## src/rtl/bsmv_pkg.sv

```systemverilog
// Shared types, widths and defaults for the block-sparse matrix-vector unit.
`default_nettype none

package bsmv_pkg;

    localparam int DEF_GROUP_SIZE = 4;
    localparam int DEF_MAX_COLS   = 1024;
    localparam int DEF_MAX_ROWS   = 1024;

    localparam int IDX_W  = 10;
    localparam int VAL_W  = 16;
    localparam int GRP_W  = 8;
    localparam int WGT_W  = 16;
    localparam int SUM_W  = 48;
    localparam int CFG_W  = 11;
    localparam int PROD_W = VAL_W + WGT_W;
    localparam int CHK_W  = 14;

    localparam logic [CFG_W-1:0] N_ROWS_RESET = CFG_W'(1024);
    localparam logic [CFG_W-1:0] N_COLS_RESET = CFG_W'(1024);

    typedef enum logic {
        CFG_N_ROWS = 1'b0,
        CFG_N_COLS = 1'b1
    } cfg_idx_t;

    typedef struct packed {
        logic                    kind;
        logic [IDX_W-1:0]        x_index;
        logic signed [VAL_W-1:0] x_value;
        logic                    row_end;
        logic [GRP_W-1:0]        group_index;
        logic signed [WGT_W-1:0] weight_0;
        logic signed [WGT_W-1:0] weight_1;
        logic signed [WGT_W-1:0] weight_2;
        logic signed [WGT_W-1:0] weight_3;
    } item_t;

    typedef struct packed {
        logic [IDX_W-1:0]        row_index;
        logic signed [SUM_W-1:0] row_sum;
        logic                    last_row;
        logic                    range_error;
    } result_t;

    // Per-entry control that travels alongside the lane data
    typedef struct packed {
        logic valid;
        logic row_end;
        logic skip;
    } ctl_t;

endpackage

`default_nettype wire

```

## src/rtl/bsmv_lane.sv

```systemverilog
// One multiply lane: a bank of the vector store and a registered multiplier.
`default_nettype none

module bsmv_lane #(
    parameter int BANK_DEPTH = 256,
    parameter int BA_W       = 8
) (
    input  wire logic                             clk,
    input  wire logic                             wr_en,
    input  wire logic [BA_W-1:0]                  wr_addr,
    input  wire logic [bsmv_pkg::VAL_W-1:0]       wr_data,
    input  wire logic                             rd_en,
    input  wire logic [BA_W-1:0]                  rd_addr,
    input  wire logic signed [bsmv_pkg::WGT_W-1:0] weight,
    output logic signed [bsmv_pkg::PROD_W-1:0]    product
);
    import bsmv_pkg::*;

    logic [VAL_W-1:0]        mem [BANK_DEPTH];
    logic signed [VAL_W-1:0] x_reg;
    logic signed [WGT_W-1:0] w_reg;
    logic signed [PROD_W-1:0] product_reg;

    always_ff @(posedge clk)
    begin
        if (wr_en)
        begin
            mem[wr_addr] <= wr_data;
        end
        if (rd_en)
        begin
            x_reg <= mem[rd_addr];
            w_reg <= weight;
        end
        product_reg <= x_reg * w_reg;
    end

    assign product = product_reg;

endmodule

`default_nettype wire

```

## config.mk

```make
export PLATFORM = sky130hd
export DESIGN_NAME = bsmv_lane
export DESIGN_NICKNAME = d
export VERILOG_FILES = /design/src/rtl/bsmv_pkg.sv /design/src/rtl/bsmv_lane.sv
export SDC_FILE = /design/constraint.sdc
export NUM_CORES = 2
export LEC_CHECK = 0
export BUFFER_PORTS_ARGS = -buffer_cell sky130_fd_sc_hd__buf_2
export CAP_MARGIN = 30
export CORE_MARGIN = 8
export CORE_UTILIZATION = 30
export CTS_BUF_LIST = sky130_fd_sc_hd__clkbuf_16
export CTS_CLUSTER_DIAMETER = 60
export DETAILED_ROUTE_END_ITERATION = 12
export PLACE_DENSITY = 0.43
export RECOVER_POWER = 25
export SETUP_SLACK_MARGIN = 0.4
export SLEW_MARGIN = 20
export SYNTH_ARGS = -nofsm -noshare
export SYNTH_HDL_FRONTEND = slang
export SYNTH_SLANG_ARGS = --single-unit
```

## constraint.sdc

```tcl
create_clock -name clk -period 5.7 [get_ports clk]
set_input_delay 0.285 -clock clk [delete_from_list [all_inputs] [get_ports clk]]
set_output_delay 0.285 -clock clk [all_outputs]
set_load 0.05 [all_outputs]
```

==> Flow_metrics.wiki <==
{| class="wikitable"
! Metric !! Value
|-
| # nets final || around 8,600
|-
| Final routed wire length divided by cell count || 29.2 um
|-
| Leak pwr || 62.9 nW
|-
| Number of levels the H-tree was split into || 5
|-
| Number of synthesized register bits || roughly 4,200
|-
| Vias in the first global route || 83,400
|-
| Total vias in the final route || about 79,000
|-
| Share of final-layout standard cells stronger than drive strength 1 || 0.341
|-
| Post-synth top area share || 0.738
|-
| Half-perimeter wire length of the detailed placement result || 289 mm
|-
| Count of placed standard cells in the final layout, fillers left out || 16,100
|-
| Worst hold-check path type || input pin to flop
|-
| Most frequent cell after synthesis || edfxtp_1
|-
| Final WL || between 400 and 500 mm
|-
| Clk buf depth || 4
|-
| Headroom to the max-slew limit || -3.05
|-
| Hold Vio Cnt, Final || 0
|-
| Count of mapped cells out of synthesis || between 7,000 and 8,000
|-
| Number of DRC violations after detailed-routing iteration 0 || 7,141
|-
| RSZ-0062 raised after global routing || yes
|-
| Synth cell types || 54
|-
| Largest net degree at the start of global routing || 176
|-
| Largest area contributor in the netlist || edfxtp_1
|-
| Horiz. Die Dim || between 700 and 800 um
|-
| Max reg flops || ~4,000
|-
| Standard cell core area || 0.559 sq mm
|-
| Classification of the worst setup path || flop to flop
|-
| Post-route DRC violation count || 0
|-
| Final antenna-violating net count || 0
|-
| Number of enable flip-flop cells after synthesis || 4,128
|-
| Post-Syn Nets || 7,758
|-
| Max-slew violation count || between 2,000 and 2,500
|-
| Detailed-router iteration count before antenna repair || 5
|-
| CTS Buf Count || 458
|-
| Hold Path Stages || 3
|-
| Fin crit period || 5.85 ns
|-
| First-pass GRT wire length || 663 mm
|-
| Clock root buffer master || clkbuf_16
|-
| Placed Cells || 15,100
|-
| Critical Path Start Type || flop
|-
| CP arrival || 6.72 ns
|-
| Final critical-path setup slack || -0.148 ns
|-
| # rows || 275
|-
| Transition at the pin with the smallest max-transition slack || just over 6 ns
|-
| Global router's overall resource usage || 0.159
|-
| Area of the die || between 0.5 and 0.6 sq mm
|-
| RD Place Congestion || about 0.76
|-
| Maxcap violations || 25
|-
| Clock Skews || 0.0507 ns
|-
| Synth Cell Area || 0.168 sq mm
|-
| Data required time of the worst path || ~6.6 ns
|-
| CTS tree || yes
|-
| Number of antenna violations at the first check in global routing || 62
|-
| Vertical extent of the die || between 700 and 800 um
|-
| Total of buffers placed on input and output ports || 82
|-
| Post-Syn Area per Cell || roughly 23 sq um
|-
| Violated checks || capacitance limit, slew limit, setup timing
|-
| Clock sink total || 4,160
|-
| CP endpoint kind || flop
|-
| Starting Density || 0.300
|-
| Clock-pin slew on the worst setup and hold paths || 0.06 ns
|-
| Remaining global-route overflow || 0
|-
| Top flip-flop cell by instance count after synthesis || edfxtp_1
|-
| Mean number of vias per cell || 4.91
|-
| Maximum clock frequency || 0.171 GHz
|-
| Final-layout worst hold slack || 0.219 ns
|-
| Commonest cells in the netlist || 4,128 x edfxtp_1, 1,312 x mux4_2, 303 x nor2_1
|-
| Final Setup Violations || 6
|-
| Run status || finished with violations
|-
| Worst-path maximum fanout || 6
|-
| Number of cell instances on the worst register-to-register path || 19
|-
| Power per standard cell area || between 500 and 600 mW/mm^2
|-
| IO Pins || 83
|-
| Top post-synthesis cells by area || edfxtp_1 74%, mux4_2 18%, fa_1 3.1%
|-
| Async SR Flop Fraction || 0
|-
| Area overhead of the layout relative to synthesis || 17.7%
|-
| Peak supply drop || 2.16 mV
|-
| Portion of the clock cycle consumed by the worst path in the final layout || 1.03
|-
| Clock insertion delay at the later pin of the skew report || a little under 1 ns
|-
| Fraction of the yosys area taken by sequential cells || 0.742
|-
| Yosys synthesis warning count || 0
|}
## logic make-up after synthesis
| family | Yosys count | share of synthesized area |
|---|---|---|
| flip-flops | 4160 | 0.742 |
| multiplexers | 1377 | 0.180 |
| buffers and inverters | 671 | 0.0163 |
| AND/OR/NAND/NOR | 651 | 0.0174 |
| adder cells (fa/ha/maj) | 344 | 0.0373 |
| AO/OA/AOI/OAI | 129 | 0.00541 |
| XOR/XNOR | 31 | 0.00162 |
## critical path, cell delays in order, from the launching register on
cell and delay (ns):
edfxtp_1 0.38, buf_6 0.15, buf_4 0.15, nand2_1 0.07
fa_1 0.48, inv_1 0.05, fa_1 0.48, fa_1 0.55
fa_1 0.54, fa_1 0.52, inv_1 0.05, fa_1 0.52
inv_2 0.05, ha_4 0.28, nand3_4 0.07, or4_4 0.54
a21o_4 0.24, a2111oi_4 0.37, nor4_1 0.09, nand3b_1 0.16
## routing by layer
layer / up-vias / track usage / wire length (um)
li1: 32300 / - / -
met1: 44100 / 0.226 / 210000
met2: 1994 / 0.258 / 225000
met3: 535 / 0.0249 / 25200
met4: 4 / 0.0326 / 10100
met5: - / 0 / 31
## timing repair
action / in CTS / in global routing
hold buffers: 44 / 0
gates cloned: 2 / 0
setup buffers: 26 / 3
setup endpoints to repair: 18 / 19
pin swaps: 75 / 30
hold endpoints to repair: 1507 / 0
resized for setup: 105 / 44
## final cells by class
type | instances | area [sq um]
clock inverter | 391 | 2880
inverter | 287 | 1080
multi-input combinational | 2532 | 41800
antenna | 31 | 77.6
tap | 7479 | 9360
timing repair buffer | 745 | 6350
clock buffer | 461 | 11500
fill | 51800 | 362000
sequential | 4160 | 125000
## placed cells by master, fill, tap and decap left out, types with 15 or more instances in the layout
cell           instances
nand3_1               15
nor2_2                97
o221a_1               16
diode_2               31
mux2_2                65
nor2_4                33
clkbuf_1              46
buf_4                499
buf_12                51
clkbuf_16            461
inv_6                 16
nor2_1               173
clkinv_2              88
dfxtp_1               32
buf_2                 49
mux4_2              1312
and2_1               113
o22ai_1               33
ha_1                  69
clkinvlp_4            18
edfxtp_1            4128
buf_6                 35
clkinv_1             121
bufinv_16             31
xnor2_1               23
nand2_1              133
fa_2                  15
fa_1                 247
dlygate4sd3_1         44
inv_1                363
## per-stage QoR
step	total power, mW	setup slack, ns	utilization	setup TNS [ns]	cell area [sq um]
6_report	101	-0.148	0.353	-0.465	198000
5_1_grt	107	-0.375	0.353	-95.23	198000
4_1_cts	101	-0.157	0.353	-0.578	198000
3_3_place_gp	67.6	-0.464	0.325	-3.30	182000
3_5_place_dp	67.7	-0.402	0.325	-2.68	182000
2_1_floorplan	55.2	0.0942	-	0	168000
## path summary, 6_finish.rpt
check                           slack (ns)                      to          startpoint
worst max-delay path                 -0.15     product[30]$_DFF_P_  x_reg[7]$_DFFE_PP_
worst min-delay path                  0.22  mem[167][10]$_DFFE_PP_          wr_addr[0]
worst max register to register       -0.15     product[30]$_DFF_P_  x_reg[7]$_DFFE_PP_
worst min register to register        0.80      product[0]$_DFF_P_  x_reg[0]$_DFFE_PP_
## report_power, final
group          switching [mW]  total, mW  internal (mW)
logic                    19.7       38.3           18.6
registers              0.0731       34.3           34.3
clock network            12.3       28.4           16.1
(Power assumes the default switching activity.)
