===== src/rtl/bsmv_pkg.sv =====
// Shared types, widths and defaults for the block-sparse matrix-vector unit.
`default_nettype none

package bsmv_pkg;

    localparam int DEF_GROUP_SIZE = 4;
    localparam int DEF_MAX_COLS   = 1024;
    localparam int DEF_MAX_ROWS   = 1024;

    localparam int IDX_W  = 10;
    localparam int VAL_W  = 16;
    localparam int GRP_W  = 8;
    localparam int WGT_W  = 16;
    localparam int SUM_W  = 48;
    localparam int CFG_W  = 11;
    localparam int PROD_W = VAL_W + WGT_W;
    localparam int CHK_W  = 14;

    localparam logic [CFG_W-1:0] N_ROWS_RESET = CFG_W'(1024);
    localparam logic [CFG_W-1:0] N_COLS_RESET = CFG_W'(1024);

    typedef enum logic {
        CFG_N_ROWS = 1'b0,
        CFG_N_COLS = 1'b1
    } cfg_idx_t;

    typedef struct packed {
        logic                    kind;
        logic [IDX_W-1:0]        x_index;
        logic signed [VAL_W-1:0] x_value;
        logic                    row_end;
        logic [GRP_W-1:0]        group_index;
        logic signed [WGT_W-1:0] weight_0;
        logic signed [WGT_W-1:0] weight_1;
        logic signed [WGT_W-1:0] weight_2;
        logic signed [WGT_W-1:0] weight_3;
    } item_t;

    typedef struct packed {
        logic [IDX_W-1:0]        row_index;
        logic signed [SUM_W-1:0] row_sum;
        logic                    last_row;
        logic                    range_error;
    } result_t;

    // Per-entry control that travels alongside the lane data
    typedef struct packed {
        logic valid;
        logic row_end;
        logic skip;
    } ctl_t;

endpackage

`default_nettype wire


===== src/rtl/bsmv_merge.sv =====
// Merge stage: sums the lane products into the row accumulator and emits rows.
`default_nettype none

module bsmv_merge #(
    parameter int GROUP_SIZE = bsmv_pkg::DEF_GROUP_SIZE,
    parameter int MAX_ROWS   = bsmv_pkg::DEF_MAX_ROWS,
    parameter int RC_W       = 10
) (
    input  wire logic                              clk,
    input  wire logic                              rst_n,
    input  wire bsmv_pkg::ctl_t                    ctl,
    input  wire logic signed [bsmv_pkg::PROD_W-1:0] product [GROUP_SIZE],
    input  wire logic [bsmv_pkg::CFG_W-1:0]        n_rows,
    output logic                                   done,
    output bsmv_pkg::result_t                      result
);
    import bsmv_pkg::*;

    logic signed [SUM_W-1:0] acc_reg;
    logic signed [SUM_W-1:0] acc_next;
    logic                    err_reg;
    logic [RC_W-1:0]         row_cnt_reg;
    logic                    done_reg;
    result_t                 result_reg;

    logic [CHK_W-1:0] rows;
    logic [CHK_W-1:0] cur_row;
    logic [CHK_W-1:0] row_inc;
    logic             last;

    always_comb
    begin
        acc_next = acc_reg;
        for (int i = 0; i < GROUP_SIZE; i++)
        begin
            acc_next = acc_next + SUM_W'(product[i]);
        end
    end

    // Clamp rows in use to 1..MAX_ROWS; restart the counter if it sits past them
    always_comb
    begin
        if (n_rows == '0)
        begin
            rows = CHK_W'(1);
        end
        else if (CHK_W'(n_rows) > CHK_W'(MAX_ROWS))
        begin
            rows = CHK_W'(MAX_ROWS);
        end
        else
        begin
            rows = CHK_W'(n_rows);
        end
        cur_row = (CHK_W'(row_cnt_reg) >= rows) ? '0 : CHK_W'(row_cnt_reg);
        last    = (cur_row == rows - CHK_W'(1));
        row_inc = cur_row + CHK_W'(1);
    end

    always_ff @(posedge clk or negedge rst_n)
    begin
        if (!rst_n)
        begin
            acc_reg     <= '0;
            err_reg     <= 1'b0;
            row_cnt_reg <= '0;
            done_reg    <= 1'b0;
        end
        else
        begin
            done_reg <= 1'b0;
            if (ctl.valid)
            begin
                if (ctl.row_end)
                begin
                    done_reg    <= 1'b1;
                    acc_reg     <= '0;
                    err_reg     <= 1'b0;
                    row_cnt_reg <= last ? '0 : row_inc[RC_W-1:0];
                end
                else if (ctl.skip)
                begin
                    err_reg <= 1'b1;
                end
                else
                begin
                    acc_reg <= acc_next;
                end
            end
        end
    end

    always_ff @(posedge clk)
    begin
        if (ctl.valid && ctl.row_end)
        begin
            result_reg.row_index   <= cur_row[IDX_W-1:0];
            result_reg.row_sum     <= acc_reg;
            result_reg.last_row    <= last;
            result_reg.range_error <= err_reg;
        end
    end

    assign done   = done_reg;
    assign result = result_reg;

endmodule

`default_nettype wire


===== config.mk =====
export PLATFORM = sky130hd
export DESIGN_NAME = bsmv_merge
export DESIGN_NICKNAME = d
export VERILOG_FILES = /design/src/rtl/bsmv_pkg.sv /design/src/rtl/bsmv_merge.sv
export SDC_FILE = /design/constraint.sdc
export NUM_CORES = 1
export LEC_CHECK = 0
export ABC_AREA = 1
export ABC_CLOCK_PERIOD_IN_PS = 3700
export BUFFER_PORTS_ARGS = -buffer_cell sky130_fd_sc_hd__buf_2
export CORE_AREA = 3 3 175 177
export DETAILED_ROUTE_END_ITERATION = 12
export DIE_AREA = 0 0 178 180
export HOLD_SLACK_MARGIN = 0.1
export PLACE_DENSITY = 0.69
export SYNTH_ARGS = -nofsm -noshare
export SYNTH_HDL_FRONTEND = slang
export SYNTH_SLANG_ARGS = --single-unit

===== constraint.sdc =====
create_clock -name clk -period 3.7 [get_ports clk]
set_input_delay 0.555 -clock clk [delete_from_list [all_inputs] [get_ports clk]]
set_output_delay 0.555 -clock clk [all_outputs]
set_load 0.1 [all_outputs]

==> run_summary.xml <==
<?xml version="1.0" encoding="UTF-8"?>
<metrics>
  <group name="cells_and_area">
    <metric name="post_route_cells_drive_above_1_share" unit="%">43.07</metric>
    <metric name="number_of_antenna_repair_diodes" unit="">0</metric>
    <metric name="fin_util" unit="%">59.90</metric>
    <metric name="largest_reg_flops" unit="">60</metric>
    <metric name="finalNetCount" unit="">2275</metric>
    <metric name="area.growth.synth_to_final" unit="%">51.18</metric>
    <metric name="instances_no_fill" unit="">2361</metric>
    <metric name="finish.instance_area" unit="µm²">17610</metric>
  </group>
  <group name="timing">
    <metric name="timing.final.crit_period" unit="ns">3.725</metric>
    <metric name="layout_worst_path_cycle_share" unit="%">100.7</metric>
    <metric name="final_setup_skew" unit="ns">0.01175</metric>
    <metric name="final.setup.worst_slack" unit="ns">-0.02507</metric>
    <metric name="setup-violations-final" unit="">4</metric>
    <metric name="fmax" unit="MHz">268.5</metric>
    <metric name="tightest_slew" unit="ns">1.222</metric>
    <metric name="rsz0062_at_grt" unit="">yes</metric>
    <metric name="maxSlewViolCount" unit="">0</metric>
    <metric name="timing.slew.headroom" unit="%">18.48</metric>
    <metric name="timing_hold_violations_final" unit="">0</metric>
  </group>
  <group name="setup_path">
    <metric name="startpoint" unit="">product[31]</metric>
    <metric name="crit-reg2reg-capture" unit="">acc_reg[35]$_DFFE_PN0P_</metric>
    <metric name="startpoint_type" unit="">input pin</metric>
    <metric name="critical_path_peak_fanout" unit="">7</metric>
    <metric name="worstPathRequired" unit="ns">4.00</metric>
    <metric name="critPathCapture" unit="">acc_reg[45]$_DFFE_PN0P_</metric>
    <metric name="worstSetupEndpointType" unit="">register</metric>
    <metric name="reg2regPathDepth" unit="">15</metric>
    <metric name="worst-setup-path-type" unit="">in -&gt; reg</metric>
    <metric name="reg2reg_setup_slack" unit="ns">0.82</metric>
    <metric name="r2r-start" unit="">acc_reg[1]$_DFFE_PN0P_</metric>
    <metric name="cp_data_arrival_time" unit="ns">4.03</metric>
  </group>
  <group name="global_routing">
    <metric name="first_global_vias" unit="">11840</metric>
    <metric name="global_route.usage.total" unit="%">22.73</metric>
    <metric name="grt-ovfl-total" unit="">0</metric>
    <metric name="grt_antenna_before_repair" unit="">0</metric>
    <metric name="grt_first_pass_wirelength" unit="mm">58.01</metric>
    <metric name="pin_count_of_the_biggest_net_entering_global_routing" unit="">40</metric>
  </group>
  <group name="placement">
    <metric name="post-place-cells" unit="">2298</metric>
    <metric name="routabilityCongestion" unit="">0.9346</metric>
    <metric name="hpwl" unit="mm">28.97</metric>
    <metric name="placement.io_buffers" unit="">204</metric>
    <metric name="placedInstanceArea" unit="µm²">15070</metric>
  </group>
  <group name="floorplan">
    <metric name="io-pin-count" unit="">205</metric>
    <metric name="die_height" unit="µm">180</metric>
    <metric name="std_cell_rows" unit="">63</metric>
    <metric name="die_w" unit="µm">178</metric>
    <metric name="start_util" unit="%">39.62</metric>
    <metric name="design.core.area" unit="µm²">29400</metric>
    <metric name="die-area" unit="µm²">32040</metric>
  </group>
  <group name="route">
    <metric name="drc_errors" unit="">0</metric>
    <metric name="detail_route.vias_per_cell" unit="">4.795</metric>
    <metric name="vias" unit="">11320</metric>
    <metric name="drt_first_pass_iters" unit="">5</metric>
    <metric name="detailedRoute.firstIterationViolations" unit="">518</metric>
    <metric name="ant_nets" unit="">0</metric>
    <metric name="route.final.wire_length" unit="mm">37.63</metric>
    <metric name="detail_route.wl_per_cell" unit="µm">15.94</metric>
  </group>
  <group name="power_and_ir_drop">
    <metric name="pwr_density" unit="nW/µm²">1019</metric>
    <metric name="p_total" unit="µW">17950</metric>
    <metric name="leakagePower" unit="µW">0.008922</metric>
    <metric name="ir_worst_vdd" unit="mV">0.4893</metric>
  </group>
  <group name="yosys">
    <metric name="synth_edf_count" unit="">60</metric>
    <metric name="yosysTopAreaCellShare" unit="%">19.08</metric>
    <metric name="asyncSetResetFlopFracSynth" unit="%">50.00</metric>
    <metric name="yosysWarnings" unit="">0</metric>
    <metric name="synth.lib_cells_used.distinct" unit="">48</metric>
    <metric name="synth.most_common_cell" unit="">sky130_fd_sc_hd__inv_1</metric>
    <metric name="ys_top_cells_by_area" unit="">sky130_fd_sc_hd__fa_1 19%, sky130_fd_sc_hd__edfxtp_1 15%, sky130_fd_sc_hd__inv_1 14%</metric>
    <metric name="synth.yosys.seq_area_share" unit="%">28.36</metric>
    <metric name="synth_top_flop_cell" unit="">sky130_fd_sc_hd__edfxtp_1</metric>
    <metric name="synth_nets" unit="">1835</metric>
    <metric name="syn-mean-instance-area" unit="µm²">7.669</metric>
    <metric name="synthesis.instances" unit="">1519</metric>
    <metric name="synth_top_area_cell" unit="">sky130_fd_sc_hd__fa_1</metric>
    <metric name="yosys-top-cells-count" unit="">427 x sky130_fd_sc_hd__inv_1, 282 x sky130_fd_sc_hd__nand2_1, 117 x sky130_fd_sc_hd__nor2_1</metric>
    <metric name="synth.ff_latch_count" unit="">120</metric>
    <metric name="synthesis.area" unit="µm²">11650</metric>
  </group>
  <group name="run_status">
    <metric name="failing_checks" unit="">negative setup slack</metric>
    <metric name="run_status" unit="">finished with violations</metric>
  </group>
  <group name="clocking">
    <metric name="clk-insertion-delay-late" unit="ns">0.42</metric>
    <metric name="cts_tree" unit="">built</metric>
    <metric name="clk_pin_slew" unit="ns">0.06</metric>
    <metric name="cts_sinks" unit="">120</metric>
    <metric name="postCtsHoldBufs" unit="">0</metric>
    <metric name="cts_inserted_buffers" unit="">17</metric>
    <metric name="ctsHtreeMaxLevel" unit="">4</metric>
    <metric name="ctsRootBufferMaster" unit="">sky130_fd_sc_hd__clkbuf_16</metric>
    <metric name="cts_buffer_depth" unit="">2</metric>
  </group>
  <group name="hold_path">
    <metric name="hold_path.class" unit="">in -&gt; async</metric>
  </group>
  <group name="job">
    <metric name="max_cap_check_violation_count" unit="">0</metric>
  </group>
</metrics>
## cell type report
class | count | area [µm²]
fill | 2522 | 11790
multi-input combinational | 955 | 8726
sequential | 120 | 3303
timing repair buffer | 436 | 2897
inverter | 429 | 1633
tap | 390 | 488.0
clock buffer | 21 | 460.4
clock inverter | 10 | 103.9
## how the worst min path moves through the flow
stage / endpoint / slack (ns) / depth (start not counted)
floorplan: acc_reg[0]$_DFFE_PN0P_ / 0.26 / 0
global placement: result[27]$_DFFE_PP_ / 0.43 / 0
detailed placement: result[19]$_DFFE_PP_ / 0.43 / 0
CTS: acc_reg[26]$_DFFE_PN0P_ / 0.28 / 1
global route: acc_reg[27]$_DFFE_PN0P_ / 0.29 / 1
finish: acc_reg[27]$_DFFE_PN0P_ / 0.26 / 1
## power by group
| group | total (µW) | internal, µW | leakage (µW) | switching, µW |
|---|---|---|---|---|
| logic | 14300 | 6240 | 0.00727 | 8110 |
| clock network | 1660 | 1010 | 0.000276 | 643 |
| registers | 1940 | 1740 | 0.00138 | 198 |
| total | 17900 | 9000 | 0.00892 | 8950 |
## worst max-delay path, stage by stage
cell,delay (ns)
sky130_fd_sc_hd__buf_6,0.09
sky130_fd_sc_hd__fa_1,0.52
sky130_fd_sc_hd__fa_2,0.66
sky130_fd_sc_hd__clkbuf_16,0.20
sky130_fd_sc_hd__fa_2,0.47
sky130_fd_sc_hd__ha_4,0.32
sky130_fd_sc_hd__nand2_4,0.07
sky130_fd_sc_hd__nor2_4,0.12
sky130_fd_sc_hd__inv_2,0.07
sky130_fd_sc_hd__nor4_4,0.30
sky130_fd_sc_hd__nand3_1,0.13
sky130_fd_sc_hd__nand3_2,0.13
sky130_fd_sc_hd__nand2_2,0.06
sky130_fd_sc_hd__nand3_2,0.08
sky130_fd_sc_hd__a21oi_2,0.05
sky130_fd_sc_hd__o21ai_1,0.12
sky130_fd_sc_hd__nand2_1,0.06
## stage by stage
step / setup slack (ns) / hold WS [ns] / setup TNS, ns
4_1_cts: -0.05752 / 0.2790 / -0.1318
5_1_grt: -0.1698 / 0.2941 / -1.548
6_report: -0.02507 / 0.2647 / -0.05360
2_1_floorplan: -0.2619 / 0.2594 / -1.541
3_5_place_dp: -0.7051 / 0.4348 / -20.51
3_3_place_gp: -0.7393 / 0.4283 / -19.82
## cell families after synthesis
| kind of cell | Yosys count | share of synthesized area (%) |
|---|---|---|
| AOI/OAI and AO/OA | 244 | 11.66 |
| xor gates and xnor gates | 8 | 0.6015 |
| adders and majority gates | 172 | 25.63 |
| buffers and inverters | 444 | 14.65 |
| DFF | 120 | 28.36 |
| and+or+nand+nor | 531 | 19.10 |
## layer usage
metal	part of all wire [%]	wire (µm)	track usage [%]	up-vias
met1	40	15230	27.64	5367
li1	-	-	-	5589
met2	53	19960	41.33	295
met4	3.0	1125	7.571	0
met3	3.5	1310	2.683	70
met5	0	0	0	-
## cell usage in the layout (no fill, tap or decap), drive strengths merged, types with 3 or more instances in the layout
| cell | Yosys | layout |
|---|---|---|
| buf | 4 | 435 |
| inv | 428 | 428 |
| nand2 | 286 | 286 |
| nor2 | 121 | 121 |
| fa | 111 | 111 |
| o21ai | 97 | 97 |
| a21oi | 85 | 85 |
| nand3 | 81 | 81 |
| ha | 61 | 61 |
| dfrtp | 60 | 60 |
| edfxtp | 60 | 60 |
| clkbuf | 11 | 22 |
| nor3 | 18 | 18 |
| o22ai | 14 | 14 |
| nand4 | 12 | 12 |
| o21bai | 9 | 9 |
| a31oi | 9 | 9 |
| a21o | 7 | 7 |
| clkinv | 1 | 7 |
| o21a | 6 | 6 |
| xor2 | 5 | 5 |
| or2 | 5 | 5 |
| a21boi | 5 | 5 |
| o31ai | 3 | 3 |
| xnor2 | 3 | 3 |
| nor4 | 3 | 3 |
## repair_timing
item	CTS	global route
gates cloned	0	1
setup buffers	6	26
resized for setup	96	386
pin swaps	14	174
endpoints found under the setup margin	29	45
(Power assumes the default switching activity.)
